**src/hdl/rhc_pkg.sv**
```systemverilog
// shared types and constants for the rgb hsv color classifier
// no dependencies
package rhc_pkg;

   localparam int unsigned ChanW   = 16;
   localparam int unsigned DistW   = 9;
   localparam int unsigned HueW    = 15;
   localparam int unsigned SatW    = 11;
   localparam int unsigned HqW     = 12;
   localparam int unsigned HremW   = 28;
   localparam int unsigned SremW   = 27;
   localparam int unsigned DivSteps = 12;

   localparam logic [11:0] HuePerSector = 12'd3840;
   localparam logic [HueW-1:0] HueFullTurn = 15'd23040;
   localparam logic [HueW-1:0] GreenBase   = 15'd7680;
   localparam logic [HueW-1:0] BlueBase    = 15'd15360;
   localparam logic [HueW-1:0] RedAbove    = 15'd21120;
   localparam logic [HueW-1:0] RedBelow    = 15'd1920;

   typedef enum logic [2:0] {
      CSR_SAT_MIN   = 3'd0,
      CSR_NEAR_DIST = 3'd1,
      CSR_DARK_AMB  = 3'd2,
      CSR_GREEN_LO  = 3'd3,
      CSR_GREEN_HI  = 3'd4,
      CSR_BLUE_LO   = 3'd5,
      CSR_BLUE_HI   = 3'd6
   } csr_index_type;

   typedef enum logic [1:0] {
      CLASS_NONE  = 2'd0,
      CLASS_RED   = 2'd1,
      CLASS_GREEN = 2'd2,
      CLASS_BLUE  = 2'd3
   } color_class_type;

   typedef enum logic [1:0] {
      SEC_RED   = 2'd0,
      SEC_GREEN = 2'd1,
      SEC_BLUE  = 2'd2
   } sector_type;

   typedef struct packed {
      sector_type        sector;
      logic              neg;
      logic              gray;
      logic [ChanW-1:0]  dabs;
      logic [ChanW-1:0]  mx;
      logic [ChanW-1:0]  delta;
      logic [ChanW-1:0]  amb;
      logic [DistW-1:0]  distance;
   } front_type;

   typedef struct packed {
      sector_type        sector;
      logic              neg;
      logic              gray;
      logic [ChanW-1:0]  mx;
      logic [ChanW-1:0]  delta;
      logic [HremW-1:0]  hrem;
      logic [SremW-1:0]  srem;
      logic [HqW-1:0]    hq;
      logic [SatW-1:0]   sq;
      logic [ChanW-1:0]  amb;
      logic [DistW-1:0]  distance;
   } div_type;

endpackage

```
**src/hdl/rgb_hsv_color_classifier.sv**
```systemverilog
// rgb hsv color classifier top level: pipelined max/min, two dividers, classify
// depends on rhc_pkg
//
// channel | ports                            | handshake
// req     | red green blue ambient distance  | req_valid / req_stall
// rsp     | hue saturation brightness cls    | rsp_valid / rsp_stall
// csr     | csr_index csr_data               | csr_write
//
// one beat per cycle while no valid rsp is stalled; req passes front, divider and rsp registers
// the 12 bit restoring divider chain yields one quotient bit per stage
// reset clears valid bits and loads register defaults
// a stalled valid rsp freezes the whole pipeline, req_stall follows
module rgb_hsv_color_classifier (
   input  logic        clock,
   input  logic        reset,
   input  logic        req_valid,
   output logic        req_stall,
   input  logic [15:0] req_red,
   input  logic [15:0] req_green,
   input  logic [15:0] req_blue,
   input  logic [15:0] req_ambient,
   input  logic [8:0]  req_distance,
   output logic        rsp_valid,
   input  logic        rsp_stall,
   output logic [14:0] rsp_hue,
   output logic [10:0] rsp_saturation,
   output logic [15:0] rsp_brightness,
   output logic [1:0]  rsp_color_class,
   input  logic        csr_write,
   input  logic [2:0]  csr_index,
   input  logic [15:0] csr_data
);

   logic [10:0] sat_min_ff;
   logic [8:0]  near_dist_ff;
   logic [15:0] dark_amb_ff;
   logic [14:0] green_lo_ff, green_hi_ff, blue_lo_ff, blue_hi_ff;

   always_ff @(posedge clock) begin
      if (reset) begin
         sat_min_ff   <= 11'd512;
         near_dist_ff <= 9'd192;
         dark_amb_ff  <= 16'd200;
         green_lo_ff  <= 15'd5440;
         green_hi_ff  <= 15'd10560;
         blue_lo_ff   <= 15'd11200;
         blue_hi_ff   <= 15'd17280;
      end else if (csr_write) begin
         unique case (csr_index)
            rhc_pkg::CSR_SAT_MIN:   sat_min_ff   <= csr_data[10:0];
            rhc_pkg::CSR_NEAR_DIST: near_dist_ff <= csr_data[8:0];
            rhc_pkg::CSR_DARK_AMB:  dark_amb_ff  <= csr_data;
            rhc_pkg::CSR_GREEN_LO:  green_lo_ff  <= csr_data[14:0];
            rhc_pkg::CSR_GREEN_HI:  green_hi_ff  <= csr_data[14:0];
            rhc_pkg::CSR_BLUE_LO:   blue_lo_ff   <= csr_data[14:0];
            rhc_pkg::CSR_BLUE_HI:   blue_hi_ff   <= csr_data[14:0];
            default: ;
         endcase
      end
   end

   logic en;
   assign en        = !(rsp_valid && rsp_stall);
   assign req_stall = !en;

   // front stage: max, min, sector, signed offset
   rhc_pkg::front_type front_in, front_ff;
   logic front_valid_ff;
   logic [15:0] mx, mn;
   logic [16:0] diff;

   always_comb begin
      mx = (req_red > req_green) ? req_red : req_green;
      mx = (mx > req_blue) ? mx : req_blue;
      mn = (req_red < req_green) ? req_red : req_green;
      mn = (mn < req_blue) ? mn : req_blue;
      if (req_red >= mx) begin
         front_in.sector = rhc_pkg::SEC_RED;
         diff = {1'b0, req_green} - {1'b0, req_blue};
      end else if (req_green >= mx) begin
         front_in.sector = rhc_pkg::SEC_GREEN;
         diff = {1'b0, req_blue} - {1'b0, req_red};
      end else begin
         front_in.sector = rhc_pkg::SEC_BLUE;
         diff = {1'b0, req_red} - {1'b0, req_green};
      end
      front_in.neg      = diff[16];
      front_in.dabs     = diff[16] ? 16'(-diff) : diff[15:0];
      front_in.mx       = mx;
      front_in.delta    = mx - mn;
      front_in.gray     = (mx == mn);
      front_in.amb      = req_ambient;
      front_in.distance = req_distance;
   end

   always_ff @(posedge clock) begin
      if (reset) front_valid_ff <= 1'b0;
      else if (en) front_valid_ff <= req_valid;
   end
   always_ff @(posedge clock) begin
      if (en) front_ff <= front_in;
   end

   // multiply stage and divider chain
   rhc_pkg::div_type div_ff [0:rhc_pkg::DivSteps];
   logic             div_valid_ff [0:rhc_pkg::DivSteps];
   rhc_pkg::div_type div0_in;

   always_comb begin
      div0_in.sector   = front_ff.sector;
      div0_in.neg      = front_ff.neg;
      div0_in.gray     = front_ff.gray;
      div0_in.mx       = front_ff.mx;
      div0_in.delta    = front_ff.delta;
      div0_in.hrem     = 28'(front_ff.dabs) * 28'(rhc_pkg::HuePerSector);
      div0_in.srem     = {1'b0, front_ff.delta, 10'd0};
      div0_in.hq       = '0;
      div0_in.sq       = '0;
      div0_in.amb      = front_ff.amb;
      div0_in.distance = front_ff.distance;
   end

   always_ff @(posedge clock) begin
      if (reset) div_valid_ff[0] <= 1'b0;
      else if (en) div_valid_ff[0] <= front_valid_ff;
   end
   always_ff @(posedge clock) begin
      if (en) div_ff[0] <= div0_in;
   end

   for (genvar i = 0; i < rhc_pkg::DivSteps; i++) begin : g_div
      localparam int Sh = rhc_pkg::DivSteps - 1 - i;
      rhc_pkg::div_type step_in;
      logic [27:0] hdiv;
      always_comb begin
         step_in = div_ff[i];
         hdiv = 28'(div_ff[i].delta) << Sh;
         if (div_ff[i].hrem >= hdiv) begin
            step_in.hrem   = div_ff[i].hrem - hdiv;
            step_in.hq[Sh] = 1'b1;
         end
      end
      if (Sh <= 10) begin : g_sat
         logic [26:0] sdiv;
         rhc_pkg::div_type sat_in;
         always_comb begin
            sat_in = step_in;
            sdiv = 27'(div_ff[i].mx) << Sh;
            if (div_ff[i].srem >= sdiv) begin
               sat_in.srem   = div_ff[i].srem - sdiv;
               sat_in.sq[Sh] = 1'b1;
            end
         end
         always_ff @(posedge clock) begin
            if (en) div_ff[i+1] <= sat_in;
         end
      end else begin : g_nosat
         always_ff @(posedge clock) begin
            if (en) div_ff[i+1] <= step_in;
         end
      end
      always_ff @(posedge clock) begin
         if (reset) div_valid_ff[i+1] <= 1'b0;
         else if (en) div_valid_ff[i+1] <= div_valid_ff[i];
      end
   end

   // hue assembly and classify
   rhc_pkg::div_type last;
   logic [14:0] hue_in, base, q15;
   logic [10:0] sat_in;
   rhc_pkg::color_class_type cls_in;
   logic remnz;

   always_comb begin
      last  = div_ff[rhc_pkg::DivSteps];
      q15   = 15'(last.hq);
      remnz = (last.hrem != '0);
      case (last.sector)
         rhc_pkg::SEC_GREEN: base = rhc_pkg::GreenBase;
         rhc_pkg::SEC_BLUE:  base = rhc_pkg::BlueBase;
         default:            base = '0;
      endcase
      if (last.gray) begin
         hue_in = '0;
         sat_in = '0;
      end else begin
         sat_in = last.sq;
         if (last.sector == rhc_pkg::SEC_RED) begin
            if (last.neg && q15 != '0) hue_in = rhc_pkg::HueFullTurn - q15;
            else if (last.neg)         hue_in = '0;
            else                       hue_in = q15;
         end else if (last.neg) begin
            hue_in = base - q15 - 15'(remnz);
         end else begin
            hue_in = base + q15;
         end
      end
      if (sat_in < sat_min_ff)
         cls_in = rhc_pkg::CLASS_NONE;
      else if (last.distance < near_dist_ff && last.amb < dark_amb_ff)
         cls_in = rhc_pkg::CLASS_NONE;
      else if (hue_in > green_lo_ff && hue_in < green_hi_ff)
         cls_in = rhc_pkg::CLASS_GREEN;
      else if (hue_in > blue_lo_ff && hue_in < blue_hi_ff)
         cls_in = rhc_pkg::CLASS_BLUE;
      else if (hue_in > rhc_pkg::RedAbove || hue_in < rhc_pkg::RedBelow)
         cls_in = rhc_pkg::CLASS_RED;
      else
         cls_in = rhc_pkg::CLASS_NONE;
   end

   logic rsp_valid_ff;
   logic [14:0] hue_ff;
   logic [10:0] sat_ff;
   logic [15:0] bright_ff;
   rhc_pkg::color_class_type cls_ff;

   always_ff @(posedge clock) begin
      if (reset) rsp_valid_ff <= 1'b0;
      else if (en) rsp_valid_ff <= div_valid_ff[rhc_pkg::DivSteps];
   end
   always_ff @(posedge clock) begin
      if (en) begin
         hue_ff    <= hue_in;
         sat_ff    <= sat_in;
         bright_ff <= last.mx;
         cls_ff    <= cls_in;
      end
   end

   assign rsp_valid       = rsp_valid_ff;
   assign rsp_hue         = hue_ff;
   assign rsp_saturation  = sat_ff;
   assign rsp_brightness  = bright_ff;
   assign rsp_color_class = cls_ff;

endmodule

```
**config.mk**
```make
export PLATFORM = sky130hd
export DESIGN_NAME = rgb_hsv_color_classifier
export DESIGN_NICKNAME = d
export VERILOG_FILES = /design/src/hdl/rhc_pkg.sv /design/src/hdl/rgb_hsv_color_classifier.sv
export SDC_FILE = /design/constraint.sdc
export NUM_CORES = 2
export LEC_CHECK = 0
export ABC_AREA = 0
export BUFFER_PORTS_ARGS = -buffer_cell sky130_fd_sc_hd__buf_4
export CORE_ASPECT_RATIO = 1.1
export CORE_MARGIN = 2
export CORE_UTILIZATION = 34
export DETAILED_ROUTE_END_ITERATION = 8
export GPL_ROUTABILITY_DRIVEN = 0
export SYNTH_ARGS = -nofsm -noshare
export SYNTH_HDL_FRONTEND = slang
export SYNTH_SLANG_ARGS = --single-unit
```
**constraint.sdc**
```tcl
create_clock -name clock -period 99.9 [get_ports clock]
set_input_delay 9.99 -clock clock [delete_from_list [all_inputs] [get_ports clock]]
set_output_delay 9.99 -clock clock [all_outputs]
set_load 0.02 [all_outputs]
```
==> results.md <==
- Status: completed
- Initial DRC count: between 3000 and 4000
- CTS Buffer Depth: 3
- Hold buffers post-CTS: 0
- CP startpoint: rsp_stall
- Initial core utilization: between 30% and 40%
- Final HPWL DP: roughly 130000 um
- CTS tree: done
- Worst-path clk slew: 0.06 ns
- Worst slack at placement: 78.99 ns
- Synthesized area: between 80000 and 90000 um^2
- GR Overflow Total: 0
- Rel. slew slack: 16.2%
- CTS Buf Count: 177
- Crit path cell chain: buf_4 > nand2_4 > inv_1 > buf_4
- Worst min path class: reg2reg
- RSZ-0062 raised after global routing: false
- Vias in the first global route: 54400
- Max Clock Freq: between 40 and 50 MHz
- Synth warn: 0
- Unique cell type count in the Yosys netlist: 87
- Mapped Avg Cell Area: 11.8 um^2
- Clk_lat worst skew: 0.82 ns
- Most frequent cells in the layout: edfxtp_1, inv_1, ha_1
- Setup Total Neg Slack: 0 ns
- First-pass GRT wire length: 274000 um
- DR vias: 53500
- Power share of the clock group: 19.2%
- CTS resizes: 0
- Crit path buf inv count: 3
- Sw Ratio: 36.7%
- Most common cell after layout, fill and taps aside: edfxtp_1
- Kind of critical path: in2out
- Crit path capture type: primary output
- Final setup margin: 79.04 ns
- Sink Count: 1664
- Worst vdd ir: 0.0223 mV
- Chip width: 480 um
- Min-delay src: div_ff[9][47]
- Nets: 8235
- Antenna Violating Nets Remaining: 0
- Final hold viol count: 0
- Die extent in y: 528 um
- Number of synthesized flops with an enable pin: between 1500 and 2000
- Post-Synthesis Cells: 7216
- Largest net degree at the start of global routing: 202
- Worst EP arrival: 10.87 ns
- Max Cap Viol: 0
- Final setup vio count: 0
- Leakage: 38.7 nW
- Finished Layout Cells: 10900
- Nature of the critical path startpoint: primary input
- CP max stage cell: nand2_4
- Crit-path leading delay family: buffers and inverters
- Power Internal: approximately 0.0022 W
- Crit path required time: 89.91 ns
- Fin crit period: ~21 ns
- Crit Path Max Fanout: 39
- Post-CTS setup buffers: 0
- Crit path largest cell delay: between 0.3 and 0.4 ns
- Dpl cells: 10600
- Post-synth net total: 8003
- Slew Viols, Final: 0
- Worst Tran Pin Value: 1.25 ns
- Async set-reset flop share out of synthesis: 0%
- Final wirelength: 171000 um
- Post-synthesis sequential area ratio: 57.8%
- Share of post-route cells with drive strength above 1: under 10%
- Comb power frac: between 40% and 50%
- Net Switching: about 0.0013 W
- Cell Area, Placed: 89900 um^2
- Rows: around 190
- Initial antenna violation count: 2
- # H-tree levels: 4
- Num ports: 143
- PwrDens: 36.6 nW/um^2
- Vias per cell: 4.91
- Core area: between 200000 and 250000 um^2
- #FFs+latches synth: 1664
- Clk root buf: clkbuf_16
- Tcrit/Tclk final: around a fifth
- Sequential power share: 35.9%
- Residual DRC: 0
- PortBufs: 142
- Drt wl/cell: ~16 um
- Reg2Reg Launch Point: div_ff[12][90]
- Crit path top cell by count: buf_4
- Iteration count of the initial detailed-routing pass: 7
- Setup Skew: 0.0446 ns
- Final Cell Area: 96000 um^2
- Area Growth Syn to Fin: 13.2%
- Die area: 253000 um^2
- Gr usage total: 13.2%
- Synth Flop Type: edfxtp_1
-- logic make-up (layout without fill, tap and decap cells) --
group / count (synthesis) / in the layout / share of synthesized area, %
compound gates: 1499 / 1499 / 10.9
flops: 1664 / 1664 / 57.8
simple gates: 1925 / 1925 / 10.7
other cells: 0 / 1 / 0
mux: 118 / 118 / 1.50
fa+ha+maj: 693 / 693 / 10.7
buf+inv: 876 / 1261 / 3.90
xor+xnor: 441 / 441 / 4.55
-- registers in the layout, summed over array words and instances (netlist names) --
name / count
green_lo_ff: 15
dark_amb_ff: 16
near_dist_ff: 9
div_ff: 1432
rsp_color_class: 2
sat_min_ff: 11
blue_hi_ff: 15
div_valid_ff: 13
div0_in: 61
blue_lo_ff: 15
rsp_saturation: 11
rsp_valid: 1
front_valid_ff: 1
rsp_hue: 15
rsp_brightness: 16
front_ff: 16
green_hi_ff: 15
-- layer usage --
| layer | up-vias | routed length [um] | track usage [%] |
|---|---|---|---|
| met1 | 25300 | 69200 | 14.7 |
| met3 | 454 | 7260 | 2.40 |
| met4 | 2 | 9370 | 7.38 |
| li1 | 26500 | - | - |
| met5 | - | 13 | 0 |
| met2 | 1209 | 85200 | 23.8 |
-- worst reg2reg max path, cell delays in order, from the launching register on --
cell       delay [ns]
edfxtp_1         0.35
nor4_1           0.06
nand3_1          0.14
nor2_1           0.07
ha_1             0.18
ha_1             0.21
inv_1            0.07
ha_1             0.17
o21bai_1         0.09
a21oi_1          0.25
o21bai_1         0.13
a2111oi_0        0.67
nor2_1           0.14
xnor2_1          0.21
nor2_1           0.07
o32ai_1          0.73
inv_1            0.38
ha_1             0.39
a21o_1           0.16
a21o_1           0.20
a21oi_1          0.15
nor2b_1          0.06
o21ai_0          0.15
nand2b_1         0.08
a221oi_1         0.31
or4_1            0.25
nand2_1          0.07
o311a_1          0.30
-- power by group through the flow --
stage	clock network [W]	logic (W)	registers, W
2_1_floorplan	0	0.00122	0.00122
3_3_place_gp	0	0.00151	0.00127
3_5_place_dp	0	0.00156	0.00128
4_1_cts	0.000696	0.00157	0.00126
5_1_grt	0.000723	0.00178	0.00129
6_report	0.000675	0.00158	0.00126
-- per-stage QoR --
step | power (W) | utilization [%] | hold slack [ns]
finish | 0.00351 | 38.7 | 0.392
global route | 0.00379 | 38.7 | 0.406
CTS | 0.00353 | 38.7 | 0.401
detailed placement | 0.00284 | 36.2 | 0.405
global placement | 0.00279 | 36.2 | 0.400
floorplan | 0.00244 | - | 0.400
-- layout make-up --
| cell class | instances | area [um^2] |
|---|---|---|
| repair buffers | 182 | 1400 |
| inverters | 747 | 2800 |
| well taps | 3298 | 4130 |
| fillers | 23300 | 152000 |
| diodes | 1 | 2.50 |
| flip-flops and latches | 1664 | 49000 |
| clock buffers | 202 | 4570 |
| multi-input cells | 4676 | 32600 |
| clock inverters | 130 | 1550 |
-- synthesized netlist by cell type (all sizes together) (12+ instances only) --
| cell | n | area (um^2) |
|---|---|---|
| o41ai | 12 | 113 |
| o21a | 73 | 548 |
| ha | 635 | 7950 |
| nand3 | 111 | 556 |
| nor2b | 109 | 682 |
| o211ai | 24 | 180 |
| a21oi | 509 | 2550 |
| nor2 | 523 | 1960 |
| a21boi | 73 | 548 |
| a21o | 128 | 962 |
| nand2 | 613 | 2300 |
| o31ai | 53 | 398 |
| o31a | 15 | 133 |
| fa | 55 | 1100 |
| nor3 | 124 | 621 |
| edfxtp | 1566 | 47000 |
| xnor2 | 283 | 2480 |
| a211oi | 38 | 285 |
| mux2 | 76 | 856 |
| a31oi | 31 | 200 |
| dfxtp | 98 | 1960 |
| clkbuf | 118 | 443 |
| and2 | 34 | 213 |
| nand3b | 29 | 218 |
| o21bai | 40 | 300 |
| and3 | 37 | 231 |
| or4 | 20 | 150 |
| nor4 | 52 | 325 |
| or2 | 18 | 113 |
| mux2i | 42 | 420 |
| nand4 | 86 | 538 |
| or3 | 46 | 288 |
| a211o | 21 | 184 |
| o21ai | 377 | 1890 |
| inv | 747 | 2800 |
| nand2b | 81 | 507 |
| xor2 | 158 | 1380 |
-- path summary, 6_finish.rpt --
check	to	slack, ns	cells past startpoint
worst max-delay path	req_stall	79.04	4
worst min-delay path	div_ff[10][47]	0.39	0
worst max register to register	rsp_color_class[0]	93.62	27
worst min register to register	div_ff[10][47]	0.39	0
No activity file was read; power rests on OpenSTA's default activity.
